===== src/rtl/core/pidtr_pkg.sv =====
// shared types and constants of the trapezoidal pid regulator
package pidtr_pkg;

   localparam int unsigned GAIN_FRAC_BITS = 8;

   localparam int unsigned DATA_W     = 16;
   localparam int unsigned LIMIT_W    = 15;
   localparam int unsigned ERR_W      = 17;
   localparam int unsigned DERIV_W    = 18;
   localparam int unsigned INTEG_W    = 19;
   localparam int unsigned DRIVE_W    = 27;
   localparam int unsigned ACC_W      = 38;
   localparam int unsigned CSR_IDX_W  = 3;
   localparam int unsigned RSP_DATA_W = 48;

   // bound on the integral magnitude in half-units; the largest reachable is 196603
   localparam int INTEG_BOUND = 196606;

   typedef enum logic [1:0] {
      KIND_SAMPLE      = 2'd0,
      KIND_CLEAR_ALL   = 2'd1,
      KIND_CLEAR_INTEG = 2'd2,
      KIND_NONE        = 2'd3
   } kind_type;

   typedef enum logic [CSR_IDX_W-1:0] {
      CSR_SETPOINT = 3'd0,
      CSR_GAIN_P   = 3'd1,
      CSR_GAIN_I   = 3'd2,
      CSR_GAIN_D   = 3'd3,
      CSR_LIMIT    = 3'd4
   } csr_index_type;

   localparam logic [LIMIT_W-1:0] LIMIT_RESET = 15'd50;

endpackage


===== src/rtl/core/pid_trapezoid_reset_integral.sv =====
// top level of the trapezoidal pid regulator with integral clearing
//
// Takes one item per cycle on req_ while the output is not stalled and returns one
// result per sample item on rsp_, through the input register, stage b and the output
// register. Clear items (clear integral and previous error, clear integral only)
// update state and return nothing; the unused kind neither updates state nor
// returns a result. The loop state (previous error, integral in half-units) is
// updated as an item leaves the input register, which sets the one-item-per-cycle
// rate; the three gain products and their sum sit in stage c, after stage b.
// Every stage has its own valid bit, so empty stages keep accepting while a result
// waits on rsp_tready. Write the csr_ registers only while the block is idle.
module pid_trapezoid_reset_integral
   import pidtr_pkg::*;
(
   input  logic                  clock,
   input  logic                  reset,
   // configuration
   input  logic                  csr_we,
   input  logic [CSR_IDX_W-1:0]  csr_index,
   input  logic [DATA_W-1:0]     csr_wdata,
   // items in
   input  logic                  req_tvalid,
   output logic                  req_tready,
   input  logic [DATA_W-1:0]     req_tdata,   // [15:0] process_value
   input  logic [1:0]            req_tuser,   // [1:0] kind
   // results out
   output logic                  rsp_tvalid,
   input  logic                  rsp_tready,
   output logic [RSP_DATA_W-1:0] rsp_tdata    // [26:0] drive_value, [44:27] derivative
);

   // configuration registers
   logic signed [DATA_W-1:0] setpoint_ff;
   logic signed [DATA_W-1:0] gain_p_ff;
   logic signed [DATA_W-1:0] gain_i_ff;
   logic signed [DATA_W-1:0] gain_d_ff;
   logic [LIMIT_W-1:0]       limit_ff;

   always_ff @(posedge clock) begin
      if (reset) begin
         setpoint_ff <= '0;
         gain_p_ff   <= '0;
         gain_i_ff   <= '0;
         gain_d_ff   <= '0;
         limit_ff    <= LIMIT_RESET;
      end else if (csr_we) begin
         unique case (csr_index)
            CSR_SETPOINT: setpoint_ff <= csr_wdata;
            CSR_GAIN_P:   gain_p_ff   <= csr_wdata;
            CSR_GAIN_I:   gain_i_ff   <= csr_wdata;
            CSR_GAIN_D:   gain_d_ff   <= csr_wdata;
            CSR_LIMIT:    limit_ff    <= csr_wdata[LIMIT_W-1:0];
            default: ;
         endcase
      end
   end

   // stage handshake chain
   logic a_valid_ff, b_valid_ff, rsp_valid_ff;
   logic ready_out, ready_b, ready_a;
   logic a_xfer, b_xfer;

   assign ready_out  = !rsp_valid_ff || rsp_tready;
   assign ready_b    = !b_valid_ff || ready_out;
   assign ready_a    = !a_valid_ff || ready_b;
   assign req_tready = ready_a;
   assign a_xfer     = a_valid_ff && ready_b;
   assign b_xfer     = b_valid_ff && ready_out;

   // input register
   kind_type                 a_kind_ff;
   logic signed [DATA_W-1:0] a_pv_ff;

   always_ff @(posedge clock) begin
      if (reset) begin
         a_valid_ff <= 1'b0;
      end else if (ready_a) begin
         a_valid_ff <= req_tvalid;
      end
   end

   always_ff @(posedge clock) begin
      if (ready_a && req_tvalid) begin
         a_kind_ff <= kind_type'(req_tuser);
         a_pv_ff   <= req_tdata;
      end
   end

   // loop state
   logic signed [ERR_W-1:0]   prev_err_ff, prev_err_in;
   logic signed [INTEG_W-1:0] integ_ff, integ_in;

   logic signed [ERR_W-1:0]   err_w;
   logic signed [DERIV_W-1:0] deriv_w;
   logic signed [INTEG_W-1:0] integ_sum_w;
   logic [INTEG_W-1:0]        integ_mag_w;
   logic [LIMIT_W:0]          limit2_w;
   logic                      integ_keep_w;

   always_comb begin
      err_w   = ERR_W'(setpoint_ff) - ERR_W'(a_pv_ff);
      deriv_w = DERIV_W'(err_w) - DERIV_W'(prev_err_ff);
      integ_sum_w = integ_ff + INTEG_W'(err_w) + INTEG_W'(prev_err_ff);
      integ_mag_w = integ_ff[INTEG_W-1] ? INTEG_W'(-integ_ff) : INTEG_W'(integ_ff);
      limit2_w    = {limit_ff, 1'b0};
      // test uses the integral held before this sample
      integ_keep_w = integ_mag_w < INTEG_W'(limit2_w);

      prev_err_in = prev_err_ff;
      integ_in    = integ_ff;
      if (a_xfer) begin
         unique case (a_kind_ff)
            KIND_SAMPLE: begin
               prev_err_in = err_w;
               integ_in    = integ_keep_w ? integ_sum_w : '0;
            end
            KIND_CLEAR_ALL: begin
               prev_err_in = '0;
               integ_in    = '0;
            end
            KIND_CLEAR_INTEG: integ_in = '0;
            default: ;
         endcase
      end
   end

   always_ff @(posedge clock) begin
      if (reset) begin
         prev_err_ff <= '0;
         integ_ff    <= '0;
      end else begin
         prev_err_ff <= prev_err_in;
         integ_ff    <= integ_in;
      end
   end

   // stage b: error terms of one sample
   logic signed [ERR_W-1:0]   b_err_ff;
   logic signed [DERIV_W-1:0] b_deriv_ff;
   logic signed [INTEG_W-1:0] b_integ_ff;

   always_ff @(posedge clock) begin
      if (reset) begin
         b_valid_ff <= 1'b0;
      end else if (ready_b) begin
         b_valid_ff <= a_valid_ff && (a_kind_ff == KIND_SAMPLE);
      end
   end

   always_ff @(posedge clock) begin
      if (ready_b) begin
         b_err_ff   <= err_w;
         b_deriv_ff <= deriv_w;
         b_integ_ff <= integ_in;
      end
   end

   // stage c: gain products and sum
   logic signed [ERR_W+DATA_W-1:0]   prod_p_w;
   logic signed [DERIV_W+DATA_W-1:0] prod_d_w;
   logic signed [INTEG_W+DATA_W-1:0] prod_i_w;
   logic signed [ACC_W-1:0]          acc_w;

   always_comb begin
      prod_p_w = gain_p_ff * b_err_ff;
      prod_d_w = gain_d_ff * b_deriv_ff;
      prod_i_w = gain_i_ff * b_integ_ff;
      acc_w = (ACC_W'(prod_p_w) <<< 1) + (ACC_W'(prod_d_w) <<< 1) + ACC_W'(prod_i_w);
   end

   logic [DRIVE_W-1:0] drive_ff;
   logic [DERIV_W-1:0] rsp_deriv_ff;

   always_ff @(posedge clock) begin
      if (reset) begin
         rsp_valid_ff <= 1'b0;
      end else if (ready_out) begin
         rsp_valid_ff <= b_valid_ff;
      end
   end

   always_ff @(posedge clock) begin
      if (b_xfer) begin
         // floor shift by the gain fraction plus the half-unit bit
         drive_ff     <= acc_w[GAIN_FRAC_BITS+1 +: DRIVE_W];
         rsp_deriv_ff <= b_deriv_ff;
      end
   end

   assign rsp_tvalid = rsp_valid_ff;
   assign rsp_tdata  = {{(RSP_DATA_W-DRIVE_W-DERIV_W){1'b0}}, rsp_deriv_ff, drive_ff};

`ifndef SYNTHESIS
   a_clear_all_zeroes_state: assert property (@(posedge clock) disable iff (reset)
      a_xfer && (a_kind_ff == KIND_CLEAR_ALL) |=> (prev_err_ff == '0) && (integ_ff == '0))
      else $error("clear transfer left loop state nonzero");

   a_integ_bounded: assert property (@(posedge clock) disable iff (reset)
      (integ_ff <= INTEG_W'(INTEG_BOUND)) && (integ_ff >= -INTEG_W'(INTEG_BOUND)))
      else $error("integral outside its reachable range");

   a_stage_b_holds: assert property (@(posedge clock) disable iff (reset)
      b_valid_ff && !ready_out |=> b_valid_ff && $stable(b_deriv_ff) && $stable(b_err_ff))
      else $error("stage b lost a sample while the output was stalled");

   a_state_only_on_transfer: assert property (@(posedge clock) disable iff (reset)
      !a_xfer |=> $stable(prev_err_ff) && $stable(integ_ff))
      else $error("loop state changed without an item");
`endif

endmodule

===== config.mk =====
export PLATFORM = sky130hd
export DESIGN_NAME = pid_trapezoid_reset_integral
export DESIGN_NICKNAME = d
export VERILOG_FILES = /design/src/rtl/core/pidtr_pkg.sv /design/src/rtl/core/pid_trapezoid_reset_integral.sv
export SDC_FILE = /design/constraint.sdc
export NUM_CORES = 2
export LEC_CHECK = 0
export ABC_AREA = 1
export BUFFER_PORTS_ARGS = -buffer_cell sky130_fd_sc_hd__buf_2
export CORE_MARGIN = 4
export CORE_UTILIZATION = 48
export CTS_CLUSTER_SIZE = 8
export DETAILED_ROUTE_END_ITERATION = 6
export SLEW_MARGIN = 0
export SYNTH_ARGS = -nofsm -noshare
export SYNTH_HDL_FRONTEND = slang
export SYNTH_SLANG_ARGS = --single-unit

===== constraint.sdc =====
create_clock -name clock -period 29.8 [get_ports clock]
set_input_delay 2.98 -clock clock [delete_from_list [all_inputs] [get_ports clock]]
set_output_delay 2.98 -clock clock [all_outputs]
set_load 0.1 [all_outputs]

==> results.py <==
metrics = {
    "synthesis": {
        "syn_inst": 5737,
        "synthArstFlopShare": 0,
        "synth_edf_count": 117,
        "ys_ff_latch": 235,
        "syn_avg_cell_area_um2": 8.232,
        "yosysSeqAreaShare": 0.1244,
        "synthDistinctLibCells": 51,
        "synthFlopType": "dfxtp_1",
        "synthesis.area_um2": 47230,
        "yosysWarnings": 0,
    },
    "sta": {
        "finalMaxSlewViolations": 0,
        "hold_viol_final": 0,
        "relSlewSlack": 0.1909,
        "clock-skew-final_ns": 0.03216,
        "rsz0062_at_grt": "no",
        "finalCritPeriodShare": 0.3740,
        "finalSetupViolations": 0,
        "setup_tns_ns": 0,
        "tightest_slew_ns": 1.210,
        "fmax_ghz": 0.08972,
        "period_minus_slack_ns": 11.15,
    },
    "critical_path": {
        "worstPathMaxFanout": 18,
        "worstSetupPathType": "reg -> reg",
        "cp.required_ns": 30.11,
        "slowest_delay_ns": 0.84,
        "cp_common_cell": "fa_1",
        "start_kind": "register",
        "worstSetupEndpointType": "register",
        "cpMaxStageDelayCell": "dfxtp_1",
        "arrival_ns": 11.45,
    },
    "clocking": {
        "cts_root_buffer": "clkbuf_16",
        "clock_latency_ns": 0.59,
        "cts.sinks": 235,
        "clkTransAtPathRegs_ns": 0.05,
        "htreeDepth": 2,
        "numCtsBuffers": 37,
        "cts_tree": "done",
        "post_cts_buffers": 0,
        "ctsResizeCount": 0,
        "clock_path_buffers": 3,
        "holdBufCountCts": 0,
    },
    "layout": {
        "drive_gt1_frac": 0.04162,
        "finalNetCount": 7030,
        "fin_area_um2": 49890,
        "areaGrowthSynthToFinish_pct": 5.632,
    },
    "routing": {
        "drtIter0Drc": 2712,
        "via_per_inst": 5.052,
        "post_drt_wl_per_cell_um": 18.48,
        "ant_nets": 0,
        "first_pass_iters": 6,
        "vias": 35360,
        "finalWirelength_mm": 129.3,
        "drc_errors": 0,
    },
    "floorplan": {
        "initial_core_util": 0.4862,
        "fp.dieArea_um2": 103500,
        "chipHeight_um": 321.7,
        "die_w_um": 321.7,
        "pin_count": 92,
        "core.rowCount": 114,
        "fp.coreArea_um2": 97140,
    },
    "power_and_ir_drop": {
        "ir_worst_vdd_uv": 64.46,
        "power_mw": 3.009,
        "p_leak_nw": 26.65,
        "power_density_nw_per_um2": 60.32,
    },
    "global_routing": {
        "antenna_found_initial": 6,
        "grt_pass1_vias": 37630,
        "grt_max_degree": 57,
        "grt_overflow": 0,
        "grt_first_pass_wirelength_mm": 210.7,
        "grt_usage": 0.2622,
    },
    "hold_path": {
        "hold_path_class": "reg -> reg",
    },
    "run_status": {
        "status": "completed",
    },
    "place": {
        "gp_congestion": 0.9201,
        "hpwlAfterDp_mm": 106.6,
        "placement.cell_area_um2": 48710,
        "io_buffers": 88,
    },
    "run": {
        "maxCapViolations": 0,
    },
}
[synthesized netlist by cell type, drive strengths merged, types with 2 or more instances]
cell type	count	area share
inv	1679	0.13
nand2	1208	0.096
fa	962	0.41
ha	335	0.089
nor2	266	0.022
a21oi	235	0.026
clkbuf	189	0.015
o21ai	168	0.018
dfxtp	118	0.050
edfxtp	117	0.074
xor2	107	0.020
nand3	100	0.012
xnor2	51	0.0095
or2	32	0.0043
nor3	28	0.0030
nand4	24	0.0032
a21o	19	0.0030
buf	16	0.0019
a31oi	14	0.0019
o21bai	14	0.0022
nor4	10	0.0013
clkinv	6	0.00048
o21a	6	0.00095
nand3b	5	0.00079
o211ai	5	0.00090
a211oi	4	0.00064
a21boi	4	0.00064
a221oi	3	0.00056
o31ai	3	0.00048
o221ai	2	0.00037
[worst max-delay path, delay by kind of cell, from the launching register on]
kind,cells,cell delay [ns]
and+or+nand+nor,8,1.37
buffers and inverters,4,0.24
xor gates and xnor gates,2,0.58
DFF,1,0.84
adders and majority gates,14,6.68
AOI/OAI and AO/OA,4,1.14
[stage by stage]
step / util / hold WS, ns / worst slack [ns] / cells
after floorplan: - / 0.4244 / 20.03 / 5739
after global placement: 0.5015 / 0.4519 / 18.74 / 6928
after detailed placement: 0.5015 / 0.4551 / 18.69 / 6928
after CTS: 0.5135 / 0.4632 / 18.65 / 6995
after global routing: 0.5135 / 0.4848 / 17.93 / 6995
final: 0.5136 / 0.4623 / 18.65 / 6999
[where the power goes]
part / internal (mW) / switching [mW] / leakage (nW)
clock: 0.255 / 0.173 / 0.559
combinational: 0.718 / 1.33 / 23.9
sequential: 0.418 / 0.110 / 2.14
total: 1.39 / 1.62 / 26.6
[cells in the final DEF, fill, tap and decap left out, types with 13 or more instances in the layout]
master	count
or2_2	31
a31oi_1	14
buf_2	88
ha_1	335
xnor2_1	51
fa_1	962
a21oi_1	224
clkbuf_16	40
clkbuf_1	21
nand4_1	24
nand3_1	87
o21bai_1	14
nor3_1	27
nand2_1	1205
xor2_1	107
a21o_1	19
inv_1	1673
edfxtp_1	117
nor2_1	262
dfxtp_1	118
buf_4	30
o21ai_0	165
nand3_2	13
[path summary, 6_finish.rpt]
check	depth (start not counted)	from	slack (ns)	to
max	32	gain_p_ff[2]	18.65	drive_ff[16]
min	2	prev_err_ff[15]	0.46	prev_err_ff[15]
max reg2reg	32	gain_p_ff[2]	18.65	drive_ff[16]
min reg2reg	2	prev_err_ff[15]	0.46	prev_err_ff[15]
[area by class of cell]
type | instances | area (um2)
inverters | 1685 | 6325
flip-flops and latches | 235 | 5876
clock buffers | 64 | 1121
diodes | 4 | 10.01
multi-input cells | 3614 | 34250
fillers | 9221 | 47250
clock inverters | 3 | 43.79
well taps | 1276 | 1597
repair buffers | 118 | 665.6
[kinds of logic after synthesis]
group | count (synthesis) | share of synthesized area
buffers and inverters | 1890 | 0.1509
XOR/XNOR | 159 | 0.02978
adder cells (fa/ha/maj) | 1297 | 0.4965
other | 1 | 0.00007940
flip-flops | 235 | 0.1244
AO/OA/AOI/OAI | 481 | 0.05593
AND/OR/NAND/NOR | 1674 | 0.1424
[flip-flops by register name (all words and copies together), names as in the netlist, 16 cells and up]
name / count
b_integ_ff: 19
a_pv_ff: 16
b_err_ff: 17
drive_ff: 27
integ_ff: 19
b_deriv_ff: 18
gain_p_ff: 16
rsp_deriv_ff: 18
prev_err_ff: 17
gain_d_ff: 16
gain_i_ff: 16
setpoint_ff: 16
[layer usage]
| layer | up-vias | routed length, um | track usage |
|---|---|---|---|
| met5 | - | 0 | 0 |
| met4 | 0 | 4037 | 0.07456 |
| met2 | 1066 | 59810 | 0.4329 |
| met1 | 17590 | 56870 | 0.3610 |
| li1 | 16520 | - | - |
| met3 | 192 | 8613 | 0.04116 |
Note: power is estimated with default switching activity, not from simulation.
